File: src/sv/kde_pkg.sv
// Shared constants, types and helper functions for the key debouncer with event FIFO.
`default_nettype none
package kde_pkg;

  localparam int NUM_KEYS   = 2;
  localparam int FIFO_DEPTH = 16;

  localparam int PIN_W      = 2;
  localparam int CODE_W     = 4;
  localparam int FCOUNT_W   = 5;
  localparam int KDOWN_W    = 2;
  localparam int TICK_W     = 16;
  localparam int CFG_IDX_W  = 1;
  localparam int CFG_DATA_W = 16;

  localparam int PTR_W = (FIFO_DEPTH > 1) ? $clog2(FIFO_DEPTH) : 1;
  localparam int CNT_W = $clog2(FIFO_DEPTH + 1);

  typedef enum logic [CFG_IDX_W-1:0] {
    CFG_SETTLE = 1'b0,
    CFG_HOLD   = 1'b1
  } cfg_idx_t;

  typedef enum logic {
    CMD_TICK = 1'b0,
    CMD_READ = 1'b1
  } cmd_t;

  typedef enum logic [1:0] {
    PH_UP      = 2'd0,
    PH_PENDING = 2'd1,
    PH_DOWN    = 2'd2
  } phase_t;

  typedef struct packed {
    logic confirm;
    logic down;
  } lane_stat_t;

  typedef struct packed {
    logic                read_valid;
    logic [CODE_W-1:0]   key_code;
    logic [FCOUNT_W-1:0] fifo_count;
    logic                event_dropped;
    logic [KDOWN_W-1:0]  keys_down;
  } result_t;

  function automatic logic [TICK_W-1:0] load_value(input logic [TICK_W-1:0] v);
    return (v == '0) ? TICK_W'(1) : v;
  endfunction

  function automatic logic [PTR_W-1:0] ptr_inc(input logic [PTR_W-1:0] p);
    return (p == PTR_W'(FIFO_DEPTH - 1)) ? '0 : p + PTR_W'(1);
  endfunction

endpackage
`default_nettype wire

File: src/sv/kde_if.sv
// Valid/ready channel interfaces for the input words and the result words.
`default_nettype none
interface kde_in_if;
  logic                     valid;
  logic                     ready;
  logic                     command;
  logic [kde_pkg::PIN_W-1:0] pin_levels;

  modport source (output valid, output command, output pin_levels, input ready);
  modport sink   (input valid, input command, input pin_levels, output ready);
endinterface

interface kde_out_if;
  logic                         valid;
  logic                         ready;
  logic                         read_valid;
  logic [kde_pkg::CODE_W-1:0]   key_code;
  logic [kde_pkg::FCOUNT_W-1:0] fifo_count;
  logic                         event_dropped;
  logic [kde_pkg::KDOWN_W-1:0]  keys_down;

  modport source (output valid, output read_valid, output key_code, output fifo_count,
                  output event_dropped, output keys_down, input ready);
  modport sink   (input valid, input read_valid, input key_code, input fifo_count,
                  input event_dropped, input keys_down, output ready);
endinterface
`default_nettype wire

File: src/sv/kde_lane.sv
// Per-key three-phase debouncer lane with its countdown and last pin level.
`default_nettype none
module kde_lane (
  input  wire logic                       clk,
  input  wire logic                       rst_n,
  input  wire logic                       tick_en,
  input  wire logic                       pin,
  input  wire logic [kde_pkg::TICK_W-1:0] settle_ticks,
  input  wire logic [kde_pkg::TICK_W-1:0] hold_ticks,
  output kde_pkg::lane_stat_t             stat
);
  import kde_pkg::*;

  phase_t            phase_r, phase_nxt;
  logic [TICK_W-1:0] count_r, count_nxt;
  logic              last_r, last_nxt;
  logic [TICK_W-1:0] dec;

  always_comb begin
    phase_nxt    = phase_r;
    count_nxt    = count_r;
    last_nxt     = last_r;
    stat.confirm = 1'b0;
    dec          = (count_r == '0) ? '0 : count_r - TICK_W'(1);
    if (tick_en) begin
      last_nxt = pin;
      case (phase_r)
        PH_PENDING, PH_DOWN: begin
          count_nxt = dec;
          if (dec == '0) begin
            if (!pin) begin
              if (phase_r == PH_PENDING) begin
                phase_nxt    = PH_DOWN;
                stat.confirm = 1'b1;
              end
              count_nxt = load_value(hold_ticks);
            end else begin
              phase_nxt = PH_UP;
            end
          end
        end
        default: begin
          phase_nxt = PH_UP;
          if (last_r && !pin) begin
            phase_nxt = PH_PENDING;
            count_nxt = load_value(settle_ticks);
          end
        end
      endcase
    end
    stat.down = (phase_nxt == PH_DOWN);
  end

  always_ff @(posedge clk) begin
    if (!rst_n) begin
      phase_r <= PH_UP;
      count_r <= '0;
      last_r  <= 1'b1;
    end else begin
      phase_r <= phase_nxt;
      count_r <= count_nxt;
      last_r  <= last_nxt;
    end
  end

endmodule
`default_nettype wire

File: src/sv/kde_fifo.sv
// Event FIFO that merges lane confirmations in ascending key order and serves reads.
`default_nettype none
module kde_fifo (
  input  wire logic                         clk,
  input  wire logic                         rst_n,
  input  wire logic                         rd_en,
  input  wire logic [kde_pkg::NUM_KEYS-1:0] push_req,
  output logic                              read_valid,
  output logic [kde_pkg::CODE_W-1:0]        key_code,
  output logic [kde_pkg::CNT_W-1:0]         count_next,
  output logic                              dropped
);
  import kde_pkg::*;

  logic [CODE_W-1:0] store [FIFO_DEPTH];
  logic [PTR_W-1:0]  wp_r, wp_nxt;
  logic [PTR_W-1:0]  rp_r, rp_nxt;
  logic [CNT_W-1:0]  cnt_r, cnt_nxt;
  logic [NUM_KEYS-1:0] wr_en;
  logic [PTR_W-1:0]  wr_addr [NUM_KEYS];

  always_comb begin
    wp_nxt     = wp_r;
    rp_nxt     = rp_r;
    cnt_nxt    = cnt_r;
    read_valid = 1'b0;
    key_code   = '0;
    dropped    = 1'b0;
    for (int k = 0; k < NUM_KEYS; k++) begin
      wr_en[k]   = 1'b0;
      wr_addr[k] = '0;
    end
    if (rd_en) begin
      if (cnt_r != '0) begin
        read_valid = 1'b1;
        key_code   = store[rp_r];
        rp_nxt     = ptr_inc(rp_r);
        cnt_nxt    = cnt_r - CNT_W'(1);
      end
    end else begin
      for (int k = 0; k < NUM_KEYS; k++) begin
        if (push_req[k]) begin
          if (cnt_nxt < CNT_W'(FIFO_DEPTH)) begin
            wr_en[k]   = 1'b1;
            wr_addr[k] = wp_nxt;
            wp_nxt     = ptr_inc(wp_nxt);
            cnt_nxt    = cnt_nxt + CNT_W'(1);
          end else begin
            dropped = 1'b1;
          end
        end
      end
    end
    count_next = cnt_nxt;
  end

  always_ff @(posedge clk) begin
    for (int k = 0; k < NUM_KEYS; k++) begin
      if (wr_en[k]) begin
        store[wr_addr[k]] <= CODE_W'(k);
      end
    end
  end

  always_ff @(posedge clk) begin
    if (!rst_n) begin
      wp_r  <= '0;
      rp_r  <= '0;
      cnt_r <= '0;
    end else begin
      wp_r  <= wp_nxt;
      rp_r  <= rp_nxt;
      cnt_r <= cnt_nxt;
    end
  end

endmodule
`default_nettype wire

File: src/sv/key_debounce_event_fifo.sv
// Top level: debouncer lanes, event FIFO, configuration registers and output buffer.
// Lanes and FIFO update in the accepting cycle; the result word is then registered.
// Throughput is one word per cycle while the skid entry of the output buffer is empty.
// A two-entry output buffer keeps input ready high while one result waits downstream.
// Synchronous active-low reset clears the lanes, FIFO pointers and buffer valid flags,
// and loads the register defaults; FIFO entry contents are not reset.
`default_nettype none
module key_debounce_event_fifo (
  input  wire logic                           clk,
  input  wire logic                           rst_n,
  kde_in_if.sink                              in_ch,
  kde_out_if.source                           out_ch,
  input  wire logic                           cfg_we,
  input  wire logic [kde_pkg::CFG_IDX_W-1:0]  cfg_index,
  input  wire logic [kde_pkg::CFG_DATA_W-1:0] cfg_wdata
);
  import kde_pkg::*;

  logic [TICK_W-1:0] settle_r, hold_r;
  logic              accept, tick_en, rd_en;
  lane_stat_t        stat [NUM_KEYS];
  logic [NUM_KEYS-1:0] push_req;
  logic [KDOWN_W-1:0]  keys_down;
  logic              f_read_valid, f_dropped;
  logic [CODE_W-1:0] f_code;
  logic [CNT_W-1:0]  f_count;
  result_t           res;
  result_t           out_r, out_nxt, skid_r, skid_nxt;
  logic              out_valid_r, out_valid_nxt, skid_valid_r, skid_valid_nxt;

  assign in_ch.ready = !skid_valid_r;
  assign accept      = in_ch.valid && !skid_valid_r;
  assign tick_en     = accept && (in_ch.command == CMD_TICK);
  assign rd_en       = accept && (in_ch.command == CMD_READ);

  always_ff @(posedge clk) begin
    if (!rst_n) begin
      settle_r <= TICK_W'(1);
      hold_r   <= TICK_W'(10);
    end else if (cfg_we) begin
      case (cfg_index)
        CFG_SETTLE: settle_r <= cfg_wdata[TICK_W-1:0];
        CFG_HOLD:   hold_r   <= cfg_wdata[TICK_W-1:0];
        default:    ;
      endcase
    end
  end

  for (genvar k = 0; k < NUM_KEYS; k++) begin : g_lane
    logic pin;
    if (k < PIN_W) begin : g_pin
      assign pin = in_ch.pin_levels[k];
    end else begin : g_nopin
      assign pin = 1'b0;
    end
    kde_lane u_lane (
      .clk          (clk),
      .rst_n        (rst_n),
      .tick_en      (tick_en),
      .pin          (pin),
      .settle_ticks (settle_r),
      .hold_ticks   (hold_r),
      .stat         (stat[k])
    );
    assign push_req[k] = stat[k].confirm;
  end

  for (genvar i = 0; i < KDOWN_W; i++) begin : g_kd
    if (i < NUM_KEYS) begin : g_on
      assign keys_down[i] = stat[i].down;
    end else begin : g_off
      assign keys_down[i] = 1'b0;
    end
  end

  kde_fifo u_fifo (
    .clk        (clk),
    .rst_n      (rst_n),
    .rd_en      (rd_en),
    .push_req   (push_req),
    .read_valid (f_read_valid),
    .key_code   (f_code),
    .count_next (f_count),
    .dropped    (f_dropped)
  );

  always_comb begin
    res.read_valid    = f_read_valid;
    res.key_code      = f_code;
    res.fifo_count    = FCOUNT_W'(f_count);
    res.event_dropped = f_dropped;
    res.keys_down     = keys_down;
  end

  always_comb begin
    out_nxt        = out_r;
    out_valid_nxt  = out_valid_r;
    skid_nxt       = skid_r;
    skid_valid_nxt = skid_valid_r;
    if (out_valid_r && out_ch.ready) begin
      if (skid_valid_r) begin
        out_nxt        = skid_r;
        skid_valid_nxt = 1'b0;
      end else begin
        out_valid_nxt = 1'b0;
      end
    end
    if (accept) begin
      if (!out_valid_nxt) begin
        out_nxt       = res;
        out_valid_nxt = 1'b1;
      end else begin
        skid_nxt       = res;
        skid_valid_nxt = 1'b1;
      end
    end
  end

  always_ff @(posedge clk) begin
    if (!rst_n) begin
      out_valid_r  <= 1'b0;
      skid_valid_r <= 1'b0;
    end else begin
      out_valid_r  <= out_valid_nxt;
      skid_valid_r <= skid_valid_nxt;
    end
    out_r  <= out_nxt;
    skid_r <= skid_nxt;
  end

  assign out_ch.valid         = out_valid_r;
  assign out_ch.read_valid    = out_r.read_valid;
  assign out_ch.key_code      = out_r.key_code;
  assign out_ch.fifo_count    = out_r.fifo_count;
  assign out_ch.event_dropped = out_r.event_dropped;
  assign out_ch.keys_down     = out_r.keys_down;

endmodule
`default_nettype wire
File: src/flat_wrapper.sv
// flat-port wrapper written by rule: the top's interface ports become plain ports
module key_debounce_event_fifo_flat import kde_pkg::*;
  (clk, rst_n, cfg_we, cfg_index, cfg_wdata, in_ch_valid, in_ch_command, in_ch_pin_levels, in_ch_ready, out_ch_valid, out_ch_read_valid, out_ch_key_code, out_ch_fifo_count, out_ch_event_dropped, out_ch_keys_down, out_ch_ready);
  kde_in_if in_ch_i ();
  kde_out_if out_ch_i ();
  input  wire logic clk;
  input  wire logic rst_n;
  input  wire logic cfg_we;
  input  wire logic [kde_pkg::CFG_IDX_W-1:0] cfg_index;
  input  wire logic [kde_pkg::CFG_DATA_W-1:0] cfg_wdata;
  input wire logic [$bits(in_ch_i.valid)-1:0] in_ch_valid;
  input wire logic [$bits(in_ch_i.command)-1:0] in_ch_command;
  input wire logic [$bits(in_ch_i.pin_levels)-1:0] in_ch_pin_levels;
  output wire logic [$bits(in_ch_i.ready)-1:0] in_ch_ready;
  output wire logic [$bits(out_ch_i.valid)-1:0] out_ch_valid;
  output wire logic [$bits(out_ch_i.read_valid)-1:0] out_ch_read_valid;
  output wire logic [$bits(out_ch_i.key_code)-1:0] out_ch_key_code;
  output wire logic [$bits(out_ch_i.fifo_count)-1:0] out_ch_fifo_count;
  output wire logic [$bits(out_ch_i.event_dropped)-1:0] out_ch_event_dropped;
  output wire logic [$bits(out_ch_i.keys_down)-1:0] out_ch_keys_down;
  input wire logic [$bits(out_ch_i.ready)-1:0] out_ch_ready;
  assign in_ch_i.valid = in_ch_valid;
  assign in_ch_i.command = in_ch_command;
  assign in_ch_i.pin_levels = in_ch_pin_levels;
  assign in_ch_ready = in_ch_i.ready;
  assign out_ch_valid = out_ch_i.valid;
  assign out_ch_read_valid = out_ch_i.read_valid;
  assign out_ch_key_code = out_ch_i.key_code;
  assign out_ch_fifo_count = out_ch_i.fifo_count;
  assign out_ch_event_dropped = out_ch_i.event_dropped;
  assign out_ch_keys_down = out_ch_i.keys_down;
  assign out_ch_i.ready = out_ch_ready;
  key_debounce_event_fifo u_core (.clk(clk), .rst_n(rst_n), .in_ch(in_ch_i), .out_ch(out_ch_i), .cfg_we(cfg_we), .cfg_index(cfg_index), .cfg_wdata(cfg_wdata));
endmodule
File: config.mk
export PLATFORM = sky130hd
export DESIGN_NAME = key_debounce_event_fifo_flat
export DESIGN_NICKNAME = d
export VERILOG_FILES = /design/src/sv/kde_pkg.sv /design/src/sv/kde_if.sv /design/src/sv/kde_lane.sv /design/src/sv/kde_fifo.sv /design/src/sv/key_debounce_event_fifo.sv /design/src/flat_wrapper.sv
export SDC_FILE = /design/constraint.sdc
export NUM_CORES = 1
export LEC_CHECK = 0
export BUFFER_PORTS_ARGS = -buffer_cell sky130_fd_sc_hd__buf_4
export CAP_MARGIN = 10
export CORE_MARGIN = 2
export CORE_UTILIZATION = 35
export CTS_BUF_LIST = sky130_fd_sc_hd__clkbuf_2 sky130_fd_sc_hd__clkbuf_4 sky130_fd_sc_hd__clkbuf_8
export DETAILED_ROUTE_END_ITERATION = 10
export PLACE_DENSITY = 0.53
export SLEW_MARGIN = 25
export SYNTH_ARGS = -nofsm -noshare
export SYNTH_HDL_FRONTEND = slang
export SYNTH_SLANG_ARGS = --single-unit
File: constraint.sdc
create_clock -name clk -period 10.5 [get_ports clk]
set_input_delay 1.05 -clock clk [delete_from_list [all_inputs] [get_ports clk]]
set_output_delay 1.05 -clock clk [all_outputs]
set_load 0.01 [all_outputs]
==> qor.yml, run 1 <==
sta:
  slew_violations: 0
  min_period_ns: 4.15
  finalCritPeriodShare: 0.395
  setup-tns-final_ns: 0
  timing.slew.headroom: 0.375
  fin_worst_skew_ns: 0.0160
  worstMarginPinSlew_ns: 0.937
  setup_viol: 0
  rsz0062_at_grt: "no"
  final-hold-violation-count: 0
  clock.fmax_mhz: 241
clocking:
  tritoncts: "yes"
  cts_buffers: 17
  cts_hold_buffers: 0
  cts_setup_buffers: 0
  clk_pin_slew_worst_paths_ns: 0.08
  cts_root_buf: "clkbuf_8"
  cts.sinks: 128
  cts.htree.levels: 4
  clk_path_buf_depth: 2
  worstSkewPairLatency_ns: 0.45
  cts_resized: 0
cells_and_area:
  layout-drive-gt1-share: 0.139
  fillers: 2157
  nNetsFinal: 943
  area_growth_pct: 11.7
drt:
  drtIter0Drc: 561
  viasPerCell: 5.49
  drtAntennaViolNets: 0
  post_drt_wl_per_cell_um: 17.3
  wl_um: 20500
  drtPass1Iterations: 5
  routed-via-count: 6519
  drcViolationCount: 0
synthesis:
  netlist_area_mm2: 0.00725
  yosys.area_share.adder: 0.0259
  avgSynthCellArea_um2: 8.10
  syn-num-nets: 935
  synth_top_family_by_area: "simple AND/OR/NAND/NOR gates"
  ys_seq_area_frac: 0.367
  synth_simple_gate_area_share: 0.270
  postSynthCellCount: 895
  synthDistinctLibCells: 86
  synth_seq_cells: 128
  synth_xor_area_frac: 0.0350
  ys_warn_count: 0
  async_flop_share: 0
  ys.flop_type: "dfxtp_1"
  synth-edff-count: 10
  synthMuxAreaShare: 0.0423
  synth_compound_area_frac: 0.211
worst_setup_path:
  worstPathArrival_ns: 4.51
  worstPathCellList: "inv_1 -> ha_1 -> nor4b_4 -> nand3b_1 -> mux2i_1 -> nand3_2 -> nor4_4 -> mux2i_2 -> clkinv_4 -> ha_1 -> or3_1 -> a211oi_2"
  crit_type: "flip-flop to flip-flop"
  startpoint_type: "flip-flop"
  slowest_stage: "mux2i_2"
  cpMostUsedCell: "ha_1"
  worstPathMaxFanout: 9
  cp-end-kind: "flip-flop"
  cp.required_ns: 10.86
  cp_slowest_stage_delay_ns: 0.55
power:
  power_mw: 1.19
  ir_worst_vdd_mv: 0.0680
  p_leak_nw: 3.04
  p_per_area_mw_per_mm2: 147
grt:
  grtUsageTotal: 0.192
  antenna_found_initial: 1
  grt_max_degree: 52
  grt_pass1_vias: 6184
  grt_pass1_wl_um: 33500
  grt-ovfl-total: 0
floorplanning:
  fp-row-count: 52
  ioPinCount: 40
  die_y_um: 148
  die_x_um: 148
  coreArea_mm2: 0.0203
  dieArea_mm2: 0.0219
  start_util: 0.357
place:
  port_buffers: 39
  hpwl_um: 14600
  finalWeightedCongestion: 0.877
job:
  drv_cap: 0
worst_hold_path:
  hp-class: "flip-flop to flip-flop"
status:
  outcome: "completed"
[worst max-delay path, delay by kind of cell, from the launching register on]
family	cells	cell delay (ns)
simple gates	5	1.74
fa+ha+maj	2	0.54
flops	1	0.37
buf+inv	2	0.21
compound gates	1	0.17
mux	2	1.02
[cell families after synthesis]
| logic type | count (synthesis) |
|---|---|
| and+or+nand+nor | 378 |
| AOI/OAI and AO/OA | 237 |
| DFF | 128 |
| buffers and inverters | 85 |
| xor gates and xnor gates | 29 |
| muxes | 23 |
| adders and majority gates | 15 |
[metal layers]
layer	up-vias	global-route usage	part of all wire
met2	143	0.290	0.44
met1	3085	0.279	0.49
met4	0	0.0514	0.013
met3	20	0.0395	0.050
met5	-	0	0
li1	3271	-	-
[placed cells by master, fill, tap and decap left out, types with 6 or more instances in the layout]
cell type	instances
ha_1	15
a31oi_1	6
xnor2_1	20
nor4_1	14
dfxtp_1	118
inv_1	26
nand2_1	123
or4_1	7
nand4_1	14
edfxtp_1	10
clkbuf_8	18
buf_4	44
nor2_1	76
o21ai_1	9
a22oi_1	7
and3_1	11
a211oi_1	12
xor2_1	9
o31ai_1	15
and2_1	9
mux2i_1	11
a21oi_1	83
or3_1	8
nand3_1	40
o21a_1	6
nor3_1	28
nor2b_1	7
o21ai_0	50
[sequential cells by signal (all words and copies together), names as in the netlist, 2 cells and up, named ones only]
signal and count:
u_core.settle_r 16, u_core.g_lane.u_lane.last_r 2, u_core.hold_r 16, u_core.out_ch.fifo_count 5, u_core.u_fifo.rp_r 4, u_core.g_lane.u_lane.count_r 32, u_core.skid_r 10, u_core.out_ch.keys_down 2
u_core.g_lane.u_lane.phase_r 4, u_core.u_fifo.cnt_r 5, u_core.u_fifo.store 16, u_core.u_fifo.wp_r 4, u_core.out_ch.key_code 4
[through the flow]
stage               cells  setup slack, ns  instance area (µm²)  utilization  hold WS (ns)
finish               1187             6.35                 8100        0.399         0.468
CTS                  1186             6.44                 8090        0.398         0.472
global placement     1154             6.24                 7690        0.379         0.455
global route         1186             5.92                 8090        0.399         0.506
floorplan             895             6.88                 7250            -         0.427
detailed placement   1154             6.20                 7690        0.379         0.459
[where the power goes]
group	leakage (nW)	total, mW	internal (mW)	switching, mW
Combinational	1.79	0.219	0.0810	0.138
Clock	0.197	0.436	0.224	0.213
Sequential	1.05	0.534	0.510	0.0240
Total	3.04	1.19	0.814	0.375
[cells in the mapped netlist (9+ instances only)]
| cell type | number | area, µm² |
|---|---|---|
| nand2_1 | 123 | 462 |
| dfxtp_1 | 118 | 2360 |
| a21oi_1 | 83 | 415 |
| nor2_1 | 76 | 285 |
| o21ai_0 | 50 | 250 |
| clkbuf_1 | 45 | 169 |
| nand3_1 | 40 | 200 |
| nor3_1 | 28 | 140 |
| inv_1 | 26 | 97.6 |
| xnor2_1 | 20 | 175 |
| ha_1 | 15 | 188 |
| o31ai_1 | 15 | 113 |
| nand4_1 | 14 | 87.6 |
| nor4_1 | 14 | 87.6 |
| a211oi_1 | 12 | 90.1 |
| and3_1 | 11 | 68.8 |
| mux2i_1 | 11 | 110 |
| edfxtp_1 | 10 | 300 |
| o21ai_1 | 10 | 50.1 |
| and2_1 | 9 | 56.3 |
| xor2_1 | 9 | 78.8 |
[path summary, 6_finish.rpt]
| path | slack (ns) | cells past startpoint | from | to |
|---|---|---|---|---|
| worst max-delay path | 6.35 | 12 | u_core.g_lane[0].u_lane.count_r[0]$_SDFFE_PN0P_ | u_core.u_fifo.wp_r[3]$_SDFFE_PN0N_ |
| worst min-delay path | 0.47 | 2 | u_core.u_fifo.store[0]$_DFF_P_ | u_core.u_fifo.store[0]$_DFF_P_ |
| worst max register to register | 6.35 | 12 | u_core.g_lane[0].u_lane.count_r[0]$_SDFFE_PN0P_ | u_core.u_fifo.wp_r[3]$_SDFFE_PN0N_ |
| worst min register to register | 0.47 | 2 | u_core.u_fifo.store[0]$_DFF_P_ | u_core.u_fifo.store[0]$_DFF_P_ |
[cell type report]
class | instances | area, µm² | share of cell area
tap | 270 | 338 | 0.0417
clock buffer | 20 | 263 | 0.0325
inverter | 30 | 118 | 0.0145
sequential | 128 | 2660 | 0.329
multi-input combinational | 682 | 4250 | 0.525
antenna | 1 | 2.50 | 0.000309
timing repair buffer | 44 | 330 | 0.0408
clock inverter | 12 | 134 | 0.0165
Power figures use the tool's default switching activity.
==> run 2, diff against run 1 <==
Settings changed: ABC_AREA set to 1, PLACE_DENSITY 0.53 to 0.54.
Clock period 10.5 ns to 3.78 ns, I/O delays scaled along.
==> run 2 against run 1 <==
- sequential cell count stayed put
- sequential power grew to 2.8 times the previous value
- register-to-register slack worse by 5.7 ns
- critical endpoint unchanged
- via count is 11% higher
- clock skew is 0.0021 ns higher
- final cell count is 16% higher
==> qor.yml, run 2 <==
clocking:
  clk_pin_slew_worst_paths_ns: 0.08  # about the same
  tritoncts: "yes"  # unchanged
  cts_root_buf: "clkbuf_8"  # unchanged
  cts.sinks: 128  # unchanged
  cts_hold_buffers: 0  # unchanged
  cts_buffers: 17  # unchanged
  worstSkewPairLatency_ns: 0.46  # was 0.45 ns
  cts.htree.levels: 4  # unchanged
  cts_setup_buffers: 0  # unchanged
  clk_path_buf_depth: 2  # unchanged
  cts_resized: 0  # unchanged
place:
  dp.cells: 1348  # was 1154
  port_buffers: 39  # unchanged
  finalWeightedCongestion: 0.871  # was 0.877
  placedInstanceArea_mm2: 0.00783  # was 0.00769 mm²
  hpwl_um: 16400  # was 14600 µm
  place_ws_ns: 0.699  # was 6.20 ns
power:
  sw_frac_of_total: 0.358  # was 0.315
  p_per_area_mw_per_mm2: 429  # was 147 mW/mm²
  switchingPower_mw: 1.26  # was 375 µW
  clockPowerShare: 0.319  # was 0.367
  intPower_mw: 2.25  # was 814 µW
  power_mw: 3.51  # was 1.19 mW
  ir_worst_vdd_mv: 0.220  # was 0.0680 mV
  p_leak_nw: 3.53  # was 3.04 nW
  p_seq_frac: 0.433  # was 0.449
  power_frac_comb: 0.248  # was 0.184
synthesis:
  netlist_area_mm2: 0.00731  # was 0.00725 mm²
  ys.flop_type: "dfxtp_1"  # unchanged
  avgSynthCellArea_um2: 6.84  # was 8.10 µm²
  synthDistinctLibCells: 45  # was 86
  synth_top_area_share: 0.323  # was 0.326
  syn-num-nets: 1109  # was 935
  postSynthCellCount: 1069  # was 895
  synth_seq_cells: 128  # unchanged
  async_flop_share: 0  # unchanged
  synth_common_cells: "nand2_1 (186), nor2_1 (130), inv_1 (125)"  # was nand2_1 (123), dfxtp_1 (118), a21oi_1 (83)
  yosys.area.top_type: "dfxtp_1"  # unchanged
  synth_area_leaders: "dfxtp_1 (32%), nand2_1 (9.6%), o21ai_0 (7.1%)"  # was dfxtp_1 (33%), nand2_1 (6.4%), a21oi_1 (5.7%)
  synth-edff-count: 10  # unchanged
  ys_seq_area_frac: 0.364  # was 0.367
  yosysMostFrequentCell: "nand2_1"  # unchanged
  ys_warn_count: 0  # unchanged
worst_setup_path:
  ff2ff_setup_slack_ns: 0.65  # was 6.35 ns
  cp.required_ns: 4.16  # was 10.86 ns
  startpoint_type: "flip-flop"  # unchanged
  worstPathMaxFanout: 17  # was 9
  cp-end-kind: "flip-flop"  # unchanged
  crit_type: "flip-flop to flip-flop"  # unchanged
  crit_start: "u_core.g_lane[0].u_lane.count_r[0]$_SDFFE_PN0P_"  # unchanged
  worstPathArrival_ns: 3.51  # was 4.51 ns
  reg2reg_from: "u_core.g_lane[0].u_lane.count_r[0]$_SDFFE_PN0P_"  # unchanged
sta:
  clock.fmax_mhz: 320  # was 241 MHz
  worstMarginPinSlew_ns: 0.944  # was 0.937 ns
  holdWs_ns: 0.140  # was 0.468 ns
  setup_viol: 0  # unchanged
  setup-tns-final_ns: 0  # unchanged
  fin_worst_skew_ns: 0.0182  # was 0.0160 ns
  timing.slew.headroom: 0.368  # was 0.375
  final-hold-violation-count: 0  # unchanged
  finalWorstSetupSlack_ns: 0.653  # was 6.35 ns
  rsz0062_at_grt: "no"  # unchanged
  min_period_ns: 3.13  # was 4.15 ns
  slew_violations: 0  # unchanged
  finalCritPeriodShare: 0.827  # was 0.395
grt:
  grt_pass1_wl_um: 35800  # was 33500 µm
  antenna_found_initial: 0  # was 1
  grt_max_degree: 43  # was 52
  grtUsageTotal: 0.204  # was 0.192
  grt_pass1_vias: 7074  # was 6184
  grt-ovfl-total: 0  # unchanged
floorplanning:
  dieArea_mm2: 0.0220  # was 0.0219 mm²
  fp-row-count: 52  # unchanged
  start_util: 0.359  # was 0.357
  ioPinCount: 40  # unchanged
  coreArea_mm2: 0.0204  # was 0.0203 mm²
  die_y_um: 148  # about the same
  die_x_um: 148  # about the same
cells_and_area:
  final_cell_mix: "nand2_1 (186), nor2_1 (130), inv_1 (125)"  # was nand2_1 (123), dfxtp_1 (118), a21oi_1 (83)
  final_common_cell: "nand2_1"  # unchanged
  final_cells: 1380  # was 1187
  largest_reg_flops: 32  # unchanged
  layout-drive-gt1-share: 0.105  # was 0.139
  nNetsFinal: 1137  # was 943
  top_register: "u_core.g_lane.u_lane.count_r"  # unchanged
  area_growth_pct: 12.1  # was 11.7%
  diodes: 0  # was 1
  postLayoutCoreUtil: 0.402  # was 0.399
  final_area_mm2: 0.00819  # was 0.00810 mm²
worst_hold_path:
  hp-class: "input pin to flip-flop"  # was flip-flop to flip-flop
  hp-start: "cfg_wdata[0]"  # was u_core.u_fifo.store[0]$_DFF_P_
status:
  outcome: "completed"  # unchanged
drt:
  drtPass1Iterations: 5  # unchanged
  post_drt_wl_per_cell_um: 15.8  # was 17.3 µm
  viasPerCell: 5.22  # was 5.49
  drtAntennaViolNets: 0  # unchanged
  routed-via-count: 7206  # was 6519
  drtIter0Drc: 411  # was 561
  wl_um: 21800  # was 20500 µm
  drcViolationCount: 0  # unchanged
job:
  drv_cap: 0  # unchanged
## run 2: cell count changes after synthesis, sizes merged, moves of 15 or more
cell / previous run / this run
nand3: 42 / 76
nand2: 123 / 197
nor3: 31 / 6
inv: 27 / 129
xnor2: 20 / 1
nor2: 77 / 142
a221oi: 6 / 28
clkbuf: 45 / 30
o21ai: 61 / 130
o31ai: 15 / 0
## run 2: power by group through the flow
| stage | Combinational, mW | Clock [mW] | Sequential [mW] |
|---|---|---|---|
| detailed placement | 0.866 | 0 | 1.55 |
| CTS | 0.869 | 1.15 | 1.52 |
| floorplan | 0.647 | 0 | 1.53 |
| finish | 0.872 | 1.12 | 1.52 |
| global route | 1.00 | 1.20 | 1.53 |
| global placement | 0.867 | 0 | 1.55 |
## run 2: area by class of cell
cell class / instances / area [µm²]
well taps: 270 / 338
multi-input cells: 768 / 3970
repair buffers: 47 / 353
inverters: 135 / 507
clock inverters: 14 / 118
flip-flops and latches: 128 / 2660
fillers: 2221 / 12200
clock buffers: 18 / 241
## run 2: logic make-up (layout without fill, tap and decap cells)
kind of cell	count (synthesis)	count (layout)	synth area share
flops	128	128	0.364
simple gates	457	457	0.281
compound gates	284	284	0.222
mux	2	2	0.00274
fa+ha+maj	15	15	0.0257
buf+inv	173	214	0.0925
xor+xnor	10	10	0.0120
## run 2: path summary, 6_finish.rpt
kind / cells after the start / end
worst max-delay path: 19 / u_core.u_fifo.wp_r[3]$_SDFFE_PN0N_
worst min-delay path: 3 / u_core.settle_r[0]$_SDFFE_PN1P_
worst max register to register: 19 / u_core.u_fifo.wp_r[3]$_SDFFE_PN0N_
worst min register to register: 2 / u_core.out_ch.key_code[2]$_DFF_P_
## run 2: worst max-delay path: stages (launching register included)
cell and delay, ns:
dfxtp_1 0.30, inv_1 0.15, ha_1 0.28, nand2_2 0.14, nor2_4 0.15, nand2_4 0.16, nand3_1 0.20, nand2_1 0.07
nor2_1 0.11, nand2_1 0.11, nor2_4 0.24, nand3_2 0.15, o21ai_2 0.26, inv_1 0.13, ha_1 0.21, nand3_1 0.10
nand2_1 0.08, nand2_1 0.06, nand2_1 0.05, a21oi_1 0.11
## run 2: metal layers
layer / vias to the layer above / share of wire / track usage
met5: - / 0 / 0
met4: 0 / 0.029 / 0.0829
met3: 43 / 0.039 / 0.0328
met2: 182 / 0.48 / 0.349
met1: 3301 / 0.45 / 0.256
li1: 3680 / - / -
